==> src/design/seg_pkg.sv <==
`timescale 1ns / 1ps
// ----------------------------------------------------------------------------
// Strobe envelope generator package
// Shared widths, register indexes, controller states and the command and
// status structs that join the controller to the datapath.
// ----------------------------------------------------------------------------
package seg_pkg;

  localparam int NOW_IN_W = 32;
  localparam int CFG_IDX_W = 3;
  localparam int CFG_DATA_W = 32;
  localparam int LEVEL_W = 17;
  localparam int QUOT_W = 16;
  localparam int CS_W = 34;
  localparam int CNT_W = 6;

  localparam logic [CNT_W-1:0] MOD_STEPS = CNT_W'(33);
  localparam logic [CNT_W-1:0] DIV_STEPS = CNT_W'(QUOT_W);

  localparam logic [LEVEL_W-1:0] FULL_LEVEL = LEVEL_W'(17'h10000);

  localparam logic [CFG_IDX_W-1:0] REG_PERIOD_LEN = 3'd0;
  localparam logic [CFG_IDX_W-1:0] REG_START_PHASE = 3'd1;
  localparam logic [CFG_IDX_W-1:0] REG_RAMP_UP_LEN = 3'd2;
  localparam logic [CFG_IDX_W-1:0] REG_HOLD_LEN = 3'd3;
  localparam logic [CFG_IDX_W-1:0] REG_RAMP_DOWN_LEN = 3'd4;

  localparam logic [31:0] PERIOD_LEN_RST = 32'd1250;
  localparam logic [31:0] START_PHASE_RST = 32'd0;
  localparam logic [31:0] RAMP_UP_LEN_RST = 32'd100;
  localparam logic [31:0] HOLD_LEN_RST = 32'd0;
  localparam logic [31:0] RAMP_DOWN_LEN_RST = 32'd50;

  typedef enum logic [3:0] {
    ST_IDLE,
    ST_DIFF,
    ST_CHECK,
    ST_MOD,
    ST_FIX,
    ST_UP,
    ST_HOLD,
    ST_DOWN,
    ST_DIV,
    ST_OUT
  } seg_state_t;

  typedef enum logic [1:0] {
    RES_KEEP,
    RES_ZERO,
    RES_FULL,
    RES_QUOT
  } seg_res_sel_t;

  typedef struct packed {
    logic         load_in;
    logic         calc_diff;
    logic         zero_per;
    logic         mod_start;
    logic         step;
    logic         step_mod;
    logic         mod_fix;
    logic         up_sub;
    logic         hold_sub;
    logic         div_up;
    logic         div_down;
    seg_res_sel_t res_sel;
    logic         out_load;
  } seg_cmd_t;

  typedef struct packed {
    logic diff_neg;
    logic per_zero;
    logic diff_ge_per;
    logic cnt_last;
    logic lt_up;
    logic lt_hold;
    logic lt_down;
    logic d_zero;
    logic out_busy;
  } seg_status_t;

endpackage

==> src/design/seg_if.sv <==
`timescale 1ns / 1ps
// ----------------------------------------------------------------------------
// Strobe envelope generator channels
// Valid/ready channels for time requests, envelope results and register writes.
// ----------------------------------------------------------------------------
interface seg_in_if;
  logic                         valid;
  logic                         ready;
  logic [seg_pkg::NOW_IN_W-1:0] now_time;

  modport source (output valid, output now_time, input ready);
  modport sink (input valid, input now_time, output ready);
endinterface

interface seg_out_if;
  logic                        valid;
  logic                        ready;
  logic [seg_pkg::LEVEL_W-1:0] level;
  logic                        visible;

  modport source (output valid, output level, output visible, input ready);
  modport sink (input valid, input level, input visible, output ready);
endinterface

interface seg_cfg_if;
  logic                          valid;
  logic                          ready;
  logic [seg_pkg::CFG_IDX_W-1:0]  idx;
  logic [seg_pkg::CFG_DATA_W-1:0] data;

  modport source (output valid, output idx, output data, input ready);
  modport sink (input valid, input idx, input data, output ready);
endinterface

==> src/design/seg_ctrl.sv <==
`timescale 1ns / 1ps
// ----------------------------------------------------------------------------
// Strobe envelope controller
// Sequences one request through phase wrap, segment selection, the shared
// serial divider and the output register.
// ----------------------------------------------------------------------------
module seg_ctrl (
  input  logic                 clk,
  input  logic                 rst_n,
  input  logic                 in_valid,
  output logic                 in_ready,
  input  seg_pkg::seg_status_t sts,
  output seg_pkg::seg_cmd_t    cmd
);

  seg_pkg::seg_state_t state_r;
  seg_pkg::seg_state_t state_nxt;

  always_ff @(posedge clk) begin
    if (!rst_n) begin
      state_r <= seg_pkg::ST_IDLE;
    end else begin
      state_r <= state_nxt;
    end
  end

  always_comb begin
    state_nxt = state_r;
    unique case (state_r)
      seg_pkg::ST_IDLE: begin
        if (in_valid) state_nxt = seg_pkg::ST_DIFF;
      end
      seg_pkg::ST_DIFF: state_nxt = seg_pkg::ST_CHECK;
      seg_pkg::ST_CHECK: begin
        if (sts.diff_neg) state_nxt = seg_pkg::ST_OUT;
        else if (sts.per_zero) state_nxt = seg_pkg::ST_UP;
        else if (sts.diff_ge_per) state_nxt = seg_pkg::ST_MOD;
        else state_nxt = seg_pkg::ST_UP;
      end
      seg_pkg::ST_MOD: begin
        if (sts.cnt_last) state_nxt = seg_pkg::ST_FIX;
      end
      seg_pkg::ST_FIX: state_nxt = seg_pkg::ST_UP;
      seg_pkg::ST_UP: begin
        state_nxt = sts.lt_up ? seg_pkg::ST_DIV : seg_pkg::ST_HOLD;
      end
      seg_pkg::ST_HOLD: begin
        state_nxt = sts.lt_hold ? seg_pkg::ST_OUT : seg_pkg::ST_DOWN;
      end
      seg_pkg::ST_DOWN: begin
        if (sts.lt_down && !sts.d_zero) state_nxt = seg_pkg::ST_DIV;
        else state_nxt = seg_pkg::ST_OUT;
      end
      seg_pkg::ST_DIV: begin
        if (sts.cnt_last) state_nxt = seg_pkg::ST_OUT;
      end
      seg_pkg::ST_OUT: begin
        if (!sts.out_busy) state_nxt = seg_pkg::ST_IDLE;
      end
      default: state_nxt = seg_pkg::ST_IDLE;
    endcase
  end

  always_comb begin
    cmd = '0;
    cmd.res_sel = seg_pkg::RES_KEEP;
    in_ready = 1'b0;
    unique case (state_r)
      seg_pkg::ST_IDLE: begin
        in_ready = 1'b1;
        cmd.load_in = in_valid;
      end
      seg_pkg::ST_DIFF: cmd.calc_diff = 1'b1;
      seg_pkg::ST_CHECK: begin
        if (sts.diff_neg) cmd.res_sel = seg_pkg::RES_ZERO;
        else if (sts.per_zero) cmd.zero_per = 1'b1;
        else if (sts.diff_ge_per) cmd.mod_start = 1'b1;
      end
      seg_pkg::ST_MOD: begin
        cmd.step = 1'b1;
        cmd.step_mod = 1'b1;
      end
      seg_pkg::ST_FIX: cmd.mod_fix = 1'b1;
      seg_pkg::ST_UP: begin
        if (sts.lt_up) cmd.div_up = 1'b1;
        else cmd.up_sub = 1'b1;
      end
      seg_pkg::ST_HOLD: begin
        if (sts.lt_hold) cmd.res_sel = seg_pkg::RES_FULL;
        else cmd.hold_sub = 1'b1;
      end
      seg_pkg::ST_DOWN: begin
        // A zero offset into the fall is still the full level.
        if (!sts.lt_down) cmd.res_sel = seg_pkg::RES_ZERO;
        else if (sts.d_zero) cmd.res_sel = seg_pkg::RES_FULL;
        else cmd.div_down = 1'b1;
      end
      seg_pkg::ST_DIV: begin
        cmd.step = 1'b1;
        if (sts.cnt_last) cmd.res_sel = seg_pkg::RES_QUOT;
      end
      seg_pkg::ST_OUT: cmd.out_load = !sts.out_busy;
      default: cmd = '0;
    endcase
  end

endmodule

==> src/design/seg_datapath.sv <==
`timescale 1ns / 1ps
// ----------------------------------------------------------------------------
// Strobe envelope datapath
// Configuration registers, cycle start, offset arithmetic, a shared
// one-bit-per-cycle restoring divider and the output register.
// ----------------------------------------------------------------------------
module seg_datapath #(
  parameter int TIME_BITS = 32
) (
  input  logic                           clk,
  input  logic                           rst_n,
  input  seg_pkg::seg_cmd_t              cmd,
  output seg_pkg::seg_status_t           sts,
  input  logic [seg_pkg::NOW_IN_W-1:0]   in_now_time,
  input  logic                           cfg_we,
  input  logic [seg_pkg::CFG_IDX_W-1:0]  cfg_idx,
  input  logic [seg_pkg::CFG_DATA_W-1:0] cfg_data,
  output logic                           out_valid,
  input  logic                           out_ready,
  output logic [seg_pkg::LEVEL_W-1:0]    out_level,
  output logic                           out_visible
);

  localparam int NOW_W = (TIME_BITS < seg_pkg::NOW_IN_W) ? TIME_BITS : seg_pkg::NOW_IN_W;
  localparam int CS_W = seg_pkg::CS_W;
  localparam int QW = seg_pkg::QUOT_W;
  localparam int LW = seg_pkg::LEVEL_W;

  logic [31:0]                  period_r, up_r, hold_r, down_r;
  logic signed [CS_W-1:0]       cs_r, cs_nxt;
  logic [NOW_W-1:0]             now_r;
  logic [CS_W-1:0]              d_r, d_nxt;
  logic [31:0]                  rem_r, rem_nxt;
  logic [31:0]                  div_r, div_nxt;
  logic [QW-1:0]                q_r, q_nxt;
  logic [seg_pkg::CNT_W-1:0]    cnt_r, cnt_nxt;
  logic [LW-1:0]                res_r, res_nxt;
  logic                         out_valid_r, out_valid_nxt;
  logic [LW-1:0]                level_r;
  logic                         visible_r;

  logic signed [CS_W-1:0]       now_ext;
  logic [32:0]                  sh;
  logic                         ge;
  logic [32:0]                  sh_sub;

  assign now_ext = signed'({{(CS_W-NOW_W){1'b0}}, now_r});

  // Shared divider step: shift in one dividend bit, subtract when it fits.
  assign sh = {rem_r, (cmd.step_mod ? d_r[32] : 1'b0)};
  assign ge = (sh >= {1'b0, div_r});
  assign sh_sub = sh - {1'b0, div_r};
  assign q_nxt = {q_r[QW-2:0], ge};

  always_comb begin
    sts.diff_neg = d_r[CS_W-1];
    sts.per_zero = (period_r == 32'd0);
    sts.diff_ge_per = (d_r[32:0] >= {1'b0, period_r});
    sts.cnt_last = (cnt_r == seg_pkg::CNT_W'(1));
    sts.lt_up = (d_r[31:0] < up_r);
    sts.lt_hold = (d_r[31:0] < hold_r);
    sts.lt_down = (d_r[31:0] < down_r);
    sts.d_zero = (d_r[31:0] == 32'd0);
    sts.out_busy = out_valid_r && !out_ready;
  end

  always_comb begin
    cs_nxt = cs_r;
    d_nxt = d_r;
    rem_nxt = rem_r;
    div_nxt = div_r;
    cnt_nxt = cnt_r;
    if (cmd.calc_diff) d_nxt = unsigned'(now_ext - cs_r);
    if (cmd.zero_per) begin
      cs_nxt = now_ext;
      d_nxt = '0;
    end
    if (cmd.mod_start) begin
      rem_nxt = '0;
      div_nxt = period_r;
      cnt_nxt = seg_pkg::MOD_STEPS;
    end
    if (cmd.step) begin
      rem_nxt = ge ? sh_sub[31:0] : sh[31:0];
      cnt_nxt = cnt_r - seg_pkg::CNT_W'(1);
      if (cmd.step_mod) d_nxt = {d_r[CS_W-2:0], 1'b0};
    end
    if (cmd.mod_fix) begin
      d_nxt = {{(CS_W-32){1'b0}}, rem_r};
      cs_nxt = now_ext - signed'({{(CS_W-32){1'b0}}, rem_r});
    end
    if (cmd.up_sub) d_nxt = {{(CS_W-32){1'b0}}, d_r[31:0] - up_r};
    if (cmd.hold_sub) d_nxt = {{(CS_W-32){1'b0}}, d_r[31:0] - hold_r};
    if (cmd.div_up) begin
      rem_nxt = d_r[31:0];
      div_nxt = up_r;
      cnt_nxt = seg_pkg::DIV_STEPS;
    end
    if (cmd.div_down) begin
      rem_nxt = down_r - d_r[31:0];
      div_nxt = down_r;
      cnt_nxt = seg_pkg::DIV_STEPS;
    end
    if (cfg_we && (cfg_idx == seg_pkg::REG_START_PHASE)) begin
      cs_nxt = CS_W'(signed'(cfg_data));
    end
  end

  always_comb begin
    case (cmd.res_sel)
      seg_pkg::RES_ZERO: res_nxt = '0;
      seg_pkg::RES_FULL: res_nxt = seg_pkg::FULL_LEVEL;
      seg_pkg::RES_QUOT: res_nxt = {{(LW-QW){1'b0}}, q_nxt};
      default: res_nxt = res_r;
    endcase
  end

  always_comb begin
    out_valid_nxt = out_valid_r;
    if (cmd.out_load) out_valid_nxt = 1'b1;
    else if (out_ready) out_valid_nxt = 1'b0;
  end

  always_ff @(posedge clk) begin
    if (!rst_n) begin
      period_r <= seg_pkg::PERIOD_LEN_RST;
      up_r <= seg_pkg::RAMP_UP_LEN_RST;
      hold_r <= seg_pkg::HOLD_LEN_RST;
      down_r <= seg_pkg::RAMP_DOWN_LEN_RST;
      cs_r <= CS_W'(signed'(seg_pkg::START_PHASE_RST));
      out_valid_r <= 1'b0;
    end else begin
      cs_r <= cs_nxt;
      out_valid_r <= out_valid_nxt;
      if (cfg_we) begin
        unique case (cfg_idx)
          seg_pkg::REG_PERIOD_LEN: period_r <= cfg_data;
          seg_pkg::REG_RAMP_UP_LEN: up_r <= cfg_data;
          seg_pkg::REG_HOLD_LEN: hold_r <= cfg_data;
          seg_pkg::REG_RAMP_DOWN_LEN: down_r <= cfg_data;
          default: ;
        endcase
      end
    end
  end

  always_ff @(posedge clk) begin
    if (cmd.load_in) now_r <= in_now_time[NOW_W-1:0];
    d_r <= d_nxt;
    rem_r <= rem_nxt;
    div_r <= div_nxt;
    cnt_r <= cnt_nxt;
    if (cmd.step) q_r <= q_nxt;
    res_r <= res_nxt;
    if (cmd.out_load) begin
      level_r <= res_r;
      visible_r <= (res_r != '0);
    end
  end

  assign out_valid = out_valid_r;
  assign out_level = level_r;
  assign out_visible = visible_r;

endmodule

==> src/design/strobe_envelope_generator_unit.sv <==
`timescale 1ns / 1ps
// ----------------------------------------------------------------------------
// Strobe envelope generator
// Periodic trapezoid brightness envelope for one strobe light.
// ----------------------------------------------------------------------------
//  Channel   Dir  Payload               Meaning
//  in_ch     in   now_time[31:0]        current time in ticks
//  out_ch    out  level[16:0], visible  Q1.16 level, level above zero
//  cfg_ch    in   idx[2:0], data[31:0]  register write, always ready
//
//  A time before the cycle start takes the short path straight to the output
//  register. The longest path is the 33-step phase wrap plus the 16-step
//  level quotient, both run on one shared restoring divider that retires
//  one bit per cycle.
//  Reset is synchronous; it restores register defaults and the cycle start.
//  A new request is taken while an earlier result waits in the output
//  register; a stalled output holds the controller only at its last step.
// ----------------------------------------------------------------------------
module strobe_envelope_generator_unit #(
  parameter int TIME_BITS = 32
) (
  input logic      clk,
  input logic      rst_n,
  seg_in_if.sink   in_ch,
  seg_out_if.source out_ch,
  seg_cfg_if.sink  cfg_ch
);

  seg_pkg::seg_cmd_t    cmd;
  seg_pkg::seg_status_t sts;

  assign cfg_ch.ready = 1'b1;

  seg_ctrl u_ctrl (
    .clk      (clk),
    .rst_n    (rst_n),
    .in_valid (in_ch.valid),
    .in_ready (in_ch.ready),
    .sts      (sts),
    .cmd      (cmd)
  );

  seg_datapath #(
    .TIME_BITS (TIME_BITS)
  ) u_datapath (
    .clk         (clk),
    .rst_n       (rst_n),
    .cmd         (cmd),
    .sts         (sts),
    .in_now_time (in_ch.now_time),
    .cfg_we      (cfg_ch.valid),
    .cfg_idx     (cfg_ch.idx),
    .cfg_data    (cfg_ch.data),
    .out_valid   (out_ch.valid),
    .out_ready   (out_ch.ready),
    .out_level   (out_ch.level),
    .out_visible (out_ch.visible)
  );

endmodule

==> src/flat_wrapper.sv <==
// flat-port wrapper written by rule: the top's interface ports become plain ports
module strobe_envelope_generator_unit_flat 
#(
  parameter int TIME_BITS = 32
)
  (clk, rst_n, in_ch_valid, in_ch_now_time, in_ch_ready, out_ch_valid, out_ch_level, out_ch_visible, out_ch_ready, cfg_ch_valid, cfg_ch_idx, cfg_ch_data, cfg_ch_ready);
  seg_in_if in_ch_i ();
  seg_out_if out_ch_i ();
  seg_cfg_if cfg_ch_i ();
  input logic clk;
  input logic rst_n;
  input wire logic [$bits(in_ch_i.valid)-1:0] in_ch_valid;
  input wire logic [$bits(in_ch_i.now_time)-1:0] in_ch_now_time;
  output wire logic [$bits(in_ch_i.ready)-1:0] in_ch_ready;
  output wire logic [$bits(out_ch_i.valid)-1:0] out_ch_valid;
  output wire logic [$bits(out_ch_i.level)-1:0] out_ch_level;
  output wire logic [$bits(out_ch_i.visible)-1:0] out_ch_visible;
  input wire logic [$bits(out_ch_i.ready)-1:0] out_ch_ready;
  input wire logic [$bits(cfg_ch_i.valid)-1:0] cfg_ch_valid;
  input wire logic [$bits(cfg_ch_i.idx)-1:0] cfg_ch_idx;
  input wire logic [$bits(cfg_ch_i.data)-1:0] cfg_ch_data;
  output wire logic [$bits(cfg_ch_i.ready)-1:0] cfg_ch_ready;
  assign in_ch_i.valid = in_ch_valid;
  assign in_ch_i.now_time = in_ch_now_time;
  assign in_ch_ready = in_ch_i.ready;
  assign out_ch_valid = out_ch_i.valid;
  assign out_ch_level = out_ch_i.level;
  assign out_ch_visible = out_ch_i.visible;
  assign out_ch_i.ready = out_ch_ready;
  assign cfg_ch_i.valid = cfg_ch_valid;
  assign cfg_ch_i.idx = cfg_ch_idx;
  assign cfg_ch_i.data = cfg_ch_data;
  assign cfg_ch_ready = cfg_ch_i.ready;
  strobe_envelope_generator_unit #(.TIME_BITS(TIME_BITS)) u_core (.clk(clk), .rst_n(rst_n), .in_ch(in_ch_i), .out_ch(out_ch_i), .cfg_ch(cfg_ch_i));
endmodule
==> config.mk <==
export PLATFORM = sky130hd
export DESIGN_NAME = strobe_envelope_generator_unit_flat
export DESIGN_NICKNAME = d
export VERILOG_FILES = /design/src/design/seg_pkg.sv /design/src/design/seg_if.sv /design/src/design/seg_ctrl.sv /design/src/design/seg_datapath.sv /design/src/design/strobe_envelope_generator_unit.sv /design/src/flat_wrapper.sv
export SDC_FILE = /design/constraint.sdc
export NUM_CORES = 1
export LEC_CHECK = 0
export ABC_AREA = 1
export BUFFER_PORTS_ARGS = -buffer_cell sky130_fd_sc_hd__clkbuf_2
export CAP_MARGIN = 20
export CORE_ASPECT_RATIO = 0.8
export CORE_MARGIN = 8
export CORE_UTILIZATION = 35
export CTS_CLUSTER_SIZE = 30
export DETAILED_ROUTE_END_ITERATION = 12
export MAX_ROUTING_LAYER = met4
export SYNTH_ARGS = -nofsm -noshare
export SYNTH_HDL_FRONTEND = slang
export SYNTH_SLANG_ARGS = --single-unit
==> constraint.sdc <==
create_clock -name clk -period 3 [get_ports clk]
set_input_delay 0.3 -clock clk [delete_from_list [all_inputs] [get_ports clk]]
set_output_delay 0.3 -clock clk [all_outputs]
set_load 0.05 [all_outputs]
-- Word-level counts from Yosys, hierarchy flattened
Index checks and enable logic that the tools add are counted.
- add/subtract/negate cells: 7
- multipliers: 0
- div/mod/pow operators: 0
- $lt $le $gt $ge: 5
- equality and inequality tests: 21
- shift-type cells: 0
- mux-type cells: 62
- bitwise logic cells: 0
- reduce and logical (&&, ||, !) cells: 25
- operators by type and width (cell ; number):
    32-bit 2-to-1 mux ; 11
    34-bit 2-to-1 mux ; 7
    32-bit subtractor ; 4
    32-bit less-than comparator ; 3
    33-bit by 32-bit >= comparator with 1-bit output ; 2
    32-bit logical NOT ; 2
    17-bit case mux with 3 select lines ; 1
    4-bit case mux with 10 select lines ; 1
    33-bit by 34-bit subtractor with 34-bit output ; 1
    32-bit by 32-bit subtractor with 33-bit output ; 1
    4-bit 2-to-1 mux ; 7
    1-bit 2-to-1 mux ; 24
    17-bit nonzero test ; 1
    4-bit by 3-bit == test with 1-bit output (second input constant) ; 4
    2-bit 2-to-1 mux ; 6
    6-bit 2-to-1 mux ; 2
    3-bit nonzero test ; 3
    4-bit by 2-bit == test with 1-bit output (second input constant) ; 2
    4-bit == test (second input constant) ; 2
    2-bit case mux with 4 select lines ; 1
    2-bit AND reduction ; 4
    3-bit by 2-bit == test with 1-bit output (second input constant) ; 2
    6-bit by 1-bit == test with 1-bit output (second input constant) ; 1
    3-bit 2-to-1 mux ; 2
    other kinds (17) ; 26
- register bits after elaboration: 353
- latch bits: 0
- RAM bits: 0
- bits in read-only memories: 0
- input port bits: 72
- output and inout bits: 21
- logic and storage cells: 137
- memories kept: 0

-- Depth between registers and ports, before layout
- depth in word-level cells: 11
- mapped depth: 22
- depth with buffers taken out: 20

-- Hierarchy
A second synthesis with hierarchy kept.
- cell total of the unflattened synthesis: 4501
- area, all modules: 29040.4 µm²
- by module, submodules not included (module ; times used ; cells each ; area each (µm²) ; sequential area each (µm²)):
    seg_datapath ; 1 ; 4405 ; 28541.1 ; 8428.1
    seg_ctrl ; 1 ; 94 ; 488.0 ; 80.1
    strobe_envelope_generator_unit ; 1 ; 2 ; 11.3 ; 0.0

-- Worst setup path before layout
OpenSTA, ideal clock, no wires.
- path kind: flip-flop to flip-flop
- start: register u_core.u_datapath.d_r[0]
- end: register u_core.u_datapath.rem_r[0], enable pin
- setup time: 0.561 ns
- arrival: 2.758 ns
- required time: 2.439 ns
- path slack: -0.319 ns
- cell stages (with the launch flop): 16
- path buffers: 0
- period minus slack after synthesis: 3.319 ns
- path through: dfxtp_1 inv_1 ha_1 fa_1 inv_1 nand3_1 nand2_1 nand2_1 nand2_1 nand2_1 nand3_2 nand2_2 nand3_4 nand2_2 inv_2 nand3_1
- word-level cells in the longest chain between the ends: 6
- elaborated cells between the ends (all ways): 14
- classes of those cells: order compare: 3; mux: 9; reduce/logical: 2
- ends and longest elaborated chain (element ; line ; source):
    start, declared ; seg_datapath.sv:32 ; logic [CS_W-1:0] d_r, d_nxt;
    start signal, assigned ; seg_datapath.sv:149 ; d_r <= d_nxt;
    33-bit by 32-bit >= comparator with 1-bit output ; seg_datapath.sv:58 ; sts.diff_ge_per = (d_r[32:0] >= {1'b0, period_r});
    1-bit 2-to-1 mux ; seg_ctrl.sv:77 ; else if (sts.diff_ge_per) cmd.mod_start = 1'b1;
    1-bit 2-to-1 mux ; seg_ctrl.sv:76 ; else if (sts.per_zero) cmd.zero_per = 1'b1;
    2-bit 2-to-1 mux ; seg_ctrl.sv:75 ; if (sts.diff_neg) cmd.res_sel = seg_pkg::RES_ZERO;
    2-bit 2-to-1 mux ; seg_ctrl.sv:68 ; unique case (state_r)
    4-bit nonzero test (no line) (*) ; n/a ;
    end signal, assigned ; seg_datapath.sv:150 ; rem_r <= rem_nxt;
    end, declared ; seg_datapath.sv:33 ; logic [31:0] rem_r, rem_nxt;
Every way passes the cells marked *; elsewhere a longest branch is shown, timed or not.
A chain may end at the register's enable or synchronous reset.

-- Worst setup path after layout
- start: register u_core.u_datapath.d_r[4]
- end: register u_core.u_datapath.div_r[7], enable pin
- word-level cells in the longest chain between the ends: 6
- elaborated cells between the ends (all ways): 14
- classes of those cells: order compare: 3; mux: 9; reduce/logical: 2
- ends and longest elaborated chain (element ; line ; source):
    33-bit by 32-bit >= comparator with 1-bit output ; seg_datapath.sv:58 ;
    1-bit 2-to-1 mux ; seg_ctrl.sv:77 ;
    1-bit 2-to-1 mux ; seg_ctrl.sv:76 ;
    2-bit 2-to-1 mux ; seg_ctrl.sv:75 ;
    2-bit 2-to-1 mux ; seg_ctrl.sv:68 ;
    3-bit nonzero test (no line) (*) ; n/a ;
    end signal, assigned ; seg_datapath.sv:151 ; div_r <= div_nxt;
    end, declared ; seg_datapath.sv:34 ; logic [31:0] div_r, div_nxt;
Marked as above.

==> qor.yml <==
outcome:
  status: "finished, final reports clean"
final_layout:
  area_growth_pct: 19.4
  regArea_sq_um: 8530
  final_cell_mix: "1155 x nand2_1, 670 x inv_1, 445 x nor2_1, 411 x a21oi_1, 328 x nand3_1"
  multi_input_area_sq_um: 17700
  nNetsFinal: 5110
  layout_commonest_cell: "nand2_1"
  fin_cells: 5949
  drive_above_1_share_pct: 10.9
  n_fill_cell: 8877
global_route:
  grt_start_max_net_pins: 65
  grt_pass1_wl_um: 202000
  grt_antenna_before_repair: 4
  grt_usage_pct: 29.8
  grt_remaining_overflow: 0
  grt_pass1_vias: 29400
yosys:
  synth_compound_area_share_pct: 16.4
  synth_top_area_cell: "edfxtp_1"
  synth_edf_count: 146
  seq_area_frac_synth_pct: 29.2
  synthCells: 4494
  synth_top_area_share_pct: 15.1
  synth_xor_area_share_pct: 3.04
  muxShareOfSynthArea_pct: 0
  synthAdderAreaFrac_pct: 10.1
  ys_warn_count: 0
  synth_area_sq_um: 29100
  synth_area_leaders: "edfxtp_1 15%, nand2_1 15%, dfxtp_1 14%"
  synth-seq-cells: 352
  synthArstFlopShare_pct: 0
  ys.flop_type: "dfxtp_1"
  synth.avg_cell_area_sq_um: 6.48
  ys_types: 54
  synth_top_family_by_area: "simple AND/OR/NAND/NOR gates"
  syn-num-nets: 4798
  synth-simple-area-share_pct: 30.4
floorplanning:
  core_area_sq_um: 82300
  die-area_sq_um: 92800
  die_w_um: 339
  row_count: 94
  start_util_pct: 35.4
  io_pins: 93
  die_h_um: 274
clock_tree:
  clk_latency_ps: 610
  clkTransAtPathRegs_ps: 60
  cts_sinks: 352
  clock-root-buffer: "clkbuf_16"
  cts_tree: "built"
  cts_buffers: 44
  htreeDepth: 2
  clock_tree.buffer_depth: 3
worst_setup_path:
  slowest_stage: "dfxtp_1"
  slowest_delay_ps: 560
  r2r_start: "u_core.u_datapath.d_r[4]$_DFF_P_"
  crit_arrival_ps: 3210
  cp_max_fo: 23
  critPathLaunch: "u_core.u_datapath.d_r[4]$_DFF_P_"
  critical-path-top-delay-family: "simple AND/OR/NAND/NOR gates"
  critPathMostFrequentCell: "nand2_1"
  critical_path.cell_chain: "inv_1 -> ha_1 -> nand2_1 -> nor2_1 -> nand2_1 -> nand2_1 -> nand2_1 -> nand3_2 -> nand2_1 -> nand2_1 -> nand2_1 -> inv_2 -> nand2_4 -> nand2_2 -> inv_2 -> nand2_2 -> buf_12"
  crit_type: "reg -> reg"
  cp_num_buf_inv: 4
  start_kind: "flip-flop"
  crit_path_end_kind: "flip-flop"
  cp.required_ps: 3270
place:
  pre_cts_slack_ps: -132
  placedCellCount: 5827
  port_buffers: 91
  hpwl_um: 118000
  place.gp.congestion: 1.06
flow_run:
  timing.max_cap.violations: 0
timing:
  finalCritPeriodShare_pct: 98.0
  slew_violations: 0
  hold_violations: 0
  rsz0062_at_grt: "true"
  worst_pin_slew_ps: 691
  finalCriticalPeriod_ps: 2940
  max_freq_mhz: 340
  skew_ps: 38.4
  slew_headroom_pct: 53.4
  setup_viol: 0
  layout_setup_ws_ps: 60.7
detailed_routing:
  detail-route-antenna-nets: 0
  via_per_inst: 5.41
  vias: 32200
  wl_um: 141000
  firstDrtPassIters: 5
  first_iter_violations: 4030
  wl_per_cell_um: 23.6
  drc: 0
power_and_ir_drop:
  p_leak_nw: 16.3
  ir_worst_vdd_mv: 0.538
  power.total_mw: 35.7
  power.density_nw_per_um2: 1030
worst_hold_path:
  worstHoldStart: "out_ch_ready"
  hp-class: "in -> reg"
## layer usage
layer / share of wire, % / wire, um / GRT usage [%] / up-vias
li1: - / - / - / 15400
met1: 48 / 68100 / 44.7 / 15100
met2: 39 / 54300 / 40.5 / 1570
met3: 11 / 14800 / 5.95 / 148
met4: 2.4 / 3320 / 6.10 / 0
met5: 0 / 0 / - / -
## worst reg2reg max path, delay by kind of cell (launching register included)
family	cells	cell delay [ps]
and+or+nand+nor	12	1070
DFF	1	560
buffers and inverters	4	550
adders and majority gates	1	440
## flip-flops by register name, indices dropped and copies added, names as in the netlist
name	flops
u_core.u_ctrl.state_r	4
u_core.u_datapath.cnt_r	6
u_core.u_datapath.cs_r	33
u_core.u_datapath.d_r	34
u_core.u_datapath.div_r	32
u_core.u_datapath.down_r	32
u_core.u_datapath.hold_r	32
u_core.u_datapath.now_r	32
u_core.u_datapath.out_level	17
u_core.u_datapath.out_valid	1
u_core.u_datapath.out_visible	1
u_core.u_datapath.period_r	32
u_core.u_datapath.q_r	15
u_core.u_datapath.rem_r	32
u_core.u_datapath.res_r	17
u_core.u_datapath.up_r	32
## cell families after synthesis
| kind of cell | after synthesis |
|---|---|
| other cells | 1 |
| buf+inv | 803 |
| compound gates | 881 |
| xor+xnor | 101 |
| simple gates | 2124 |
| fa+ha+maj | 232 |
| flops | 352 |
## cells in the mapped netlist (20+ instances only)
cell / n
ha_1: 226
nand4_1: 56
o21bai_1: 26
nand3_1: 335
nand2_1: 1164
dfxtp_1: 206
o21ai_0: 266
xnor2_1: 38
buf_2: 34
inv_1: 672
o22ai_1: 23
a21o_1: 27
nor3_1: 39
edfxtp_1: 146
a31oi_1: 52
clkbuf_1: 66
nor4_1: 20
nor2_1: 449
a21oi_1: 415
xor2_1: 63
## through the flow
step,hold WS [ps],util (%),cell area (sq um),setup TNS [ps]
2_1_floorplan,399,-,29100,0
3_3_place_gp,425,39.6,32600,-517
3_5_place_dp,436,39.6,32600,-849
4_1_cts,10.8,41.9,34500,0
5_1_grt,68.2,42.3,34800,-15.9
6_report,31.8,42.3,34800,0
## path summary, 6_finish.rpt
path / depth (start not counted) / endpoint / slack [ps]
setup / recovery: 17 / u_core.u_datapath.div_r[7]$_DFFE_PP_ / 60
hold / removal: 4 / u_core.u_datapath.out_valid$_SDFFE_PN0P_ / 30
setup reg to reg: 17 / u_core.u_datapath.div_r[7]$_DFFE_PP_ / 60
hold reg to reg: 0 / u_core.u_datapath.out_level[6]$_DFFE_PP_ / 450
## power by group
part           leakage, nW  switching, mW  internal (mW)
Sequential            3.04           1.20           6.12
Combinational         12.4           14.8           7.48
Clock                0.789           2.41           3.68
Total                 16.3           18.4           17.3
## layout make-up
class,instances,share of cell area [%]
Multi-Input combinational cell,3339,50.8
Sequential cell,352,24.5
Timing Repair Buffer,386,8.66
Inverter,683,7.38
Tap cell,1104,3.97
Clock buffer,55,3.49
Clock inverter,27,1.16
Antenna cell,3,0.0216
## repair_timing
action                                  4_1_cts  5_1_grt
endpoints found under the setup margin       39      160
gates cloned                                  0        4
buffers inserted                              0        1
hold buffers                                 32        0
pin swaps                                     1        7
hold endpoints to repair                     32        0
gates resized for setup                       3       61
Power figures use the tool's default switching activity.
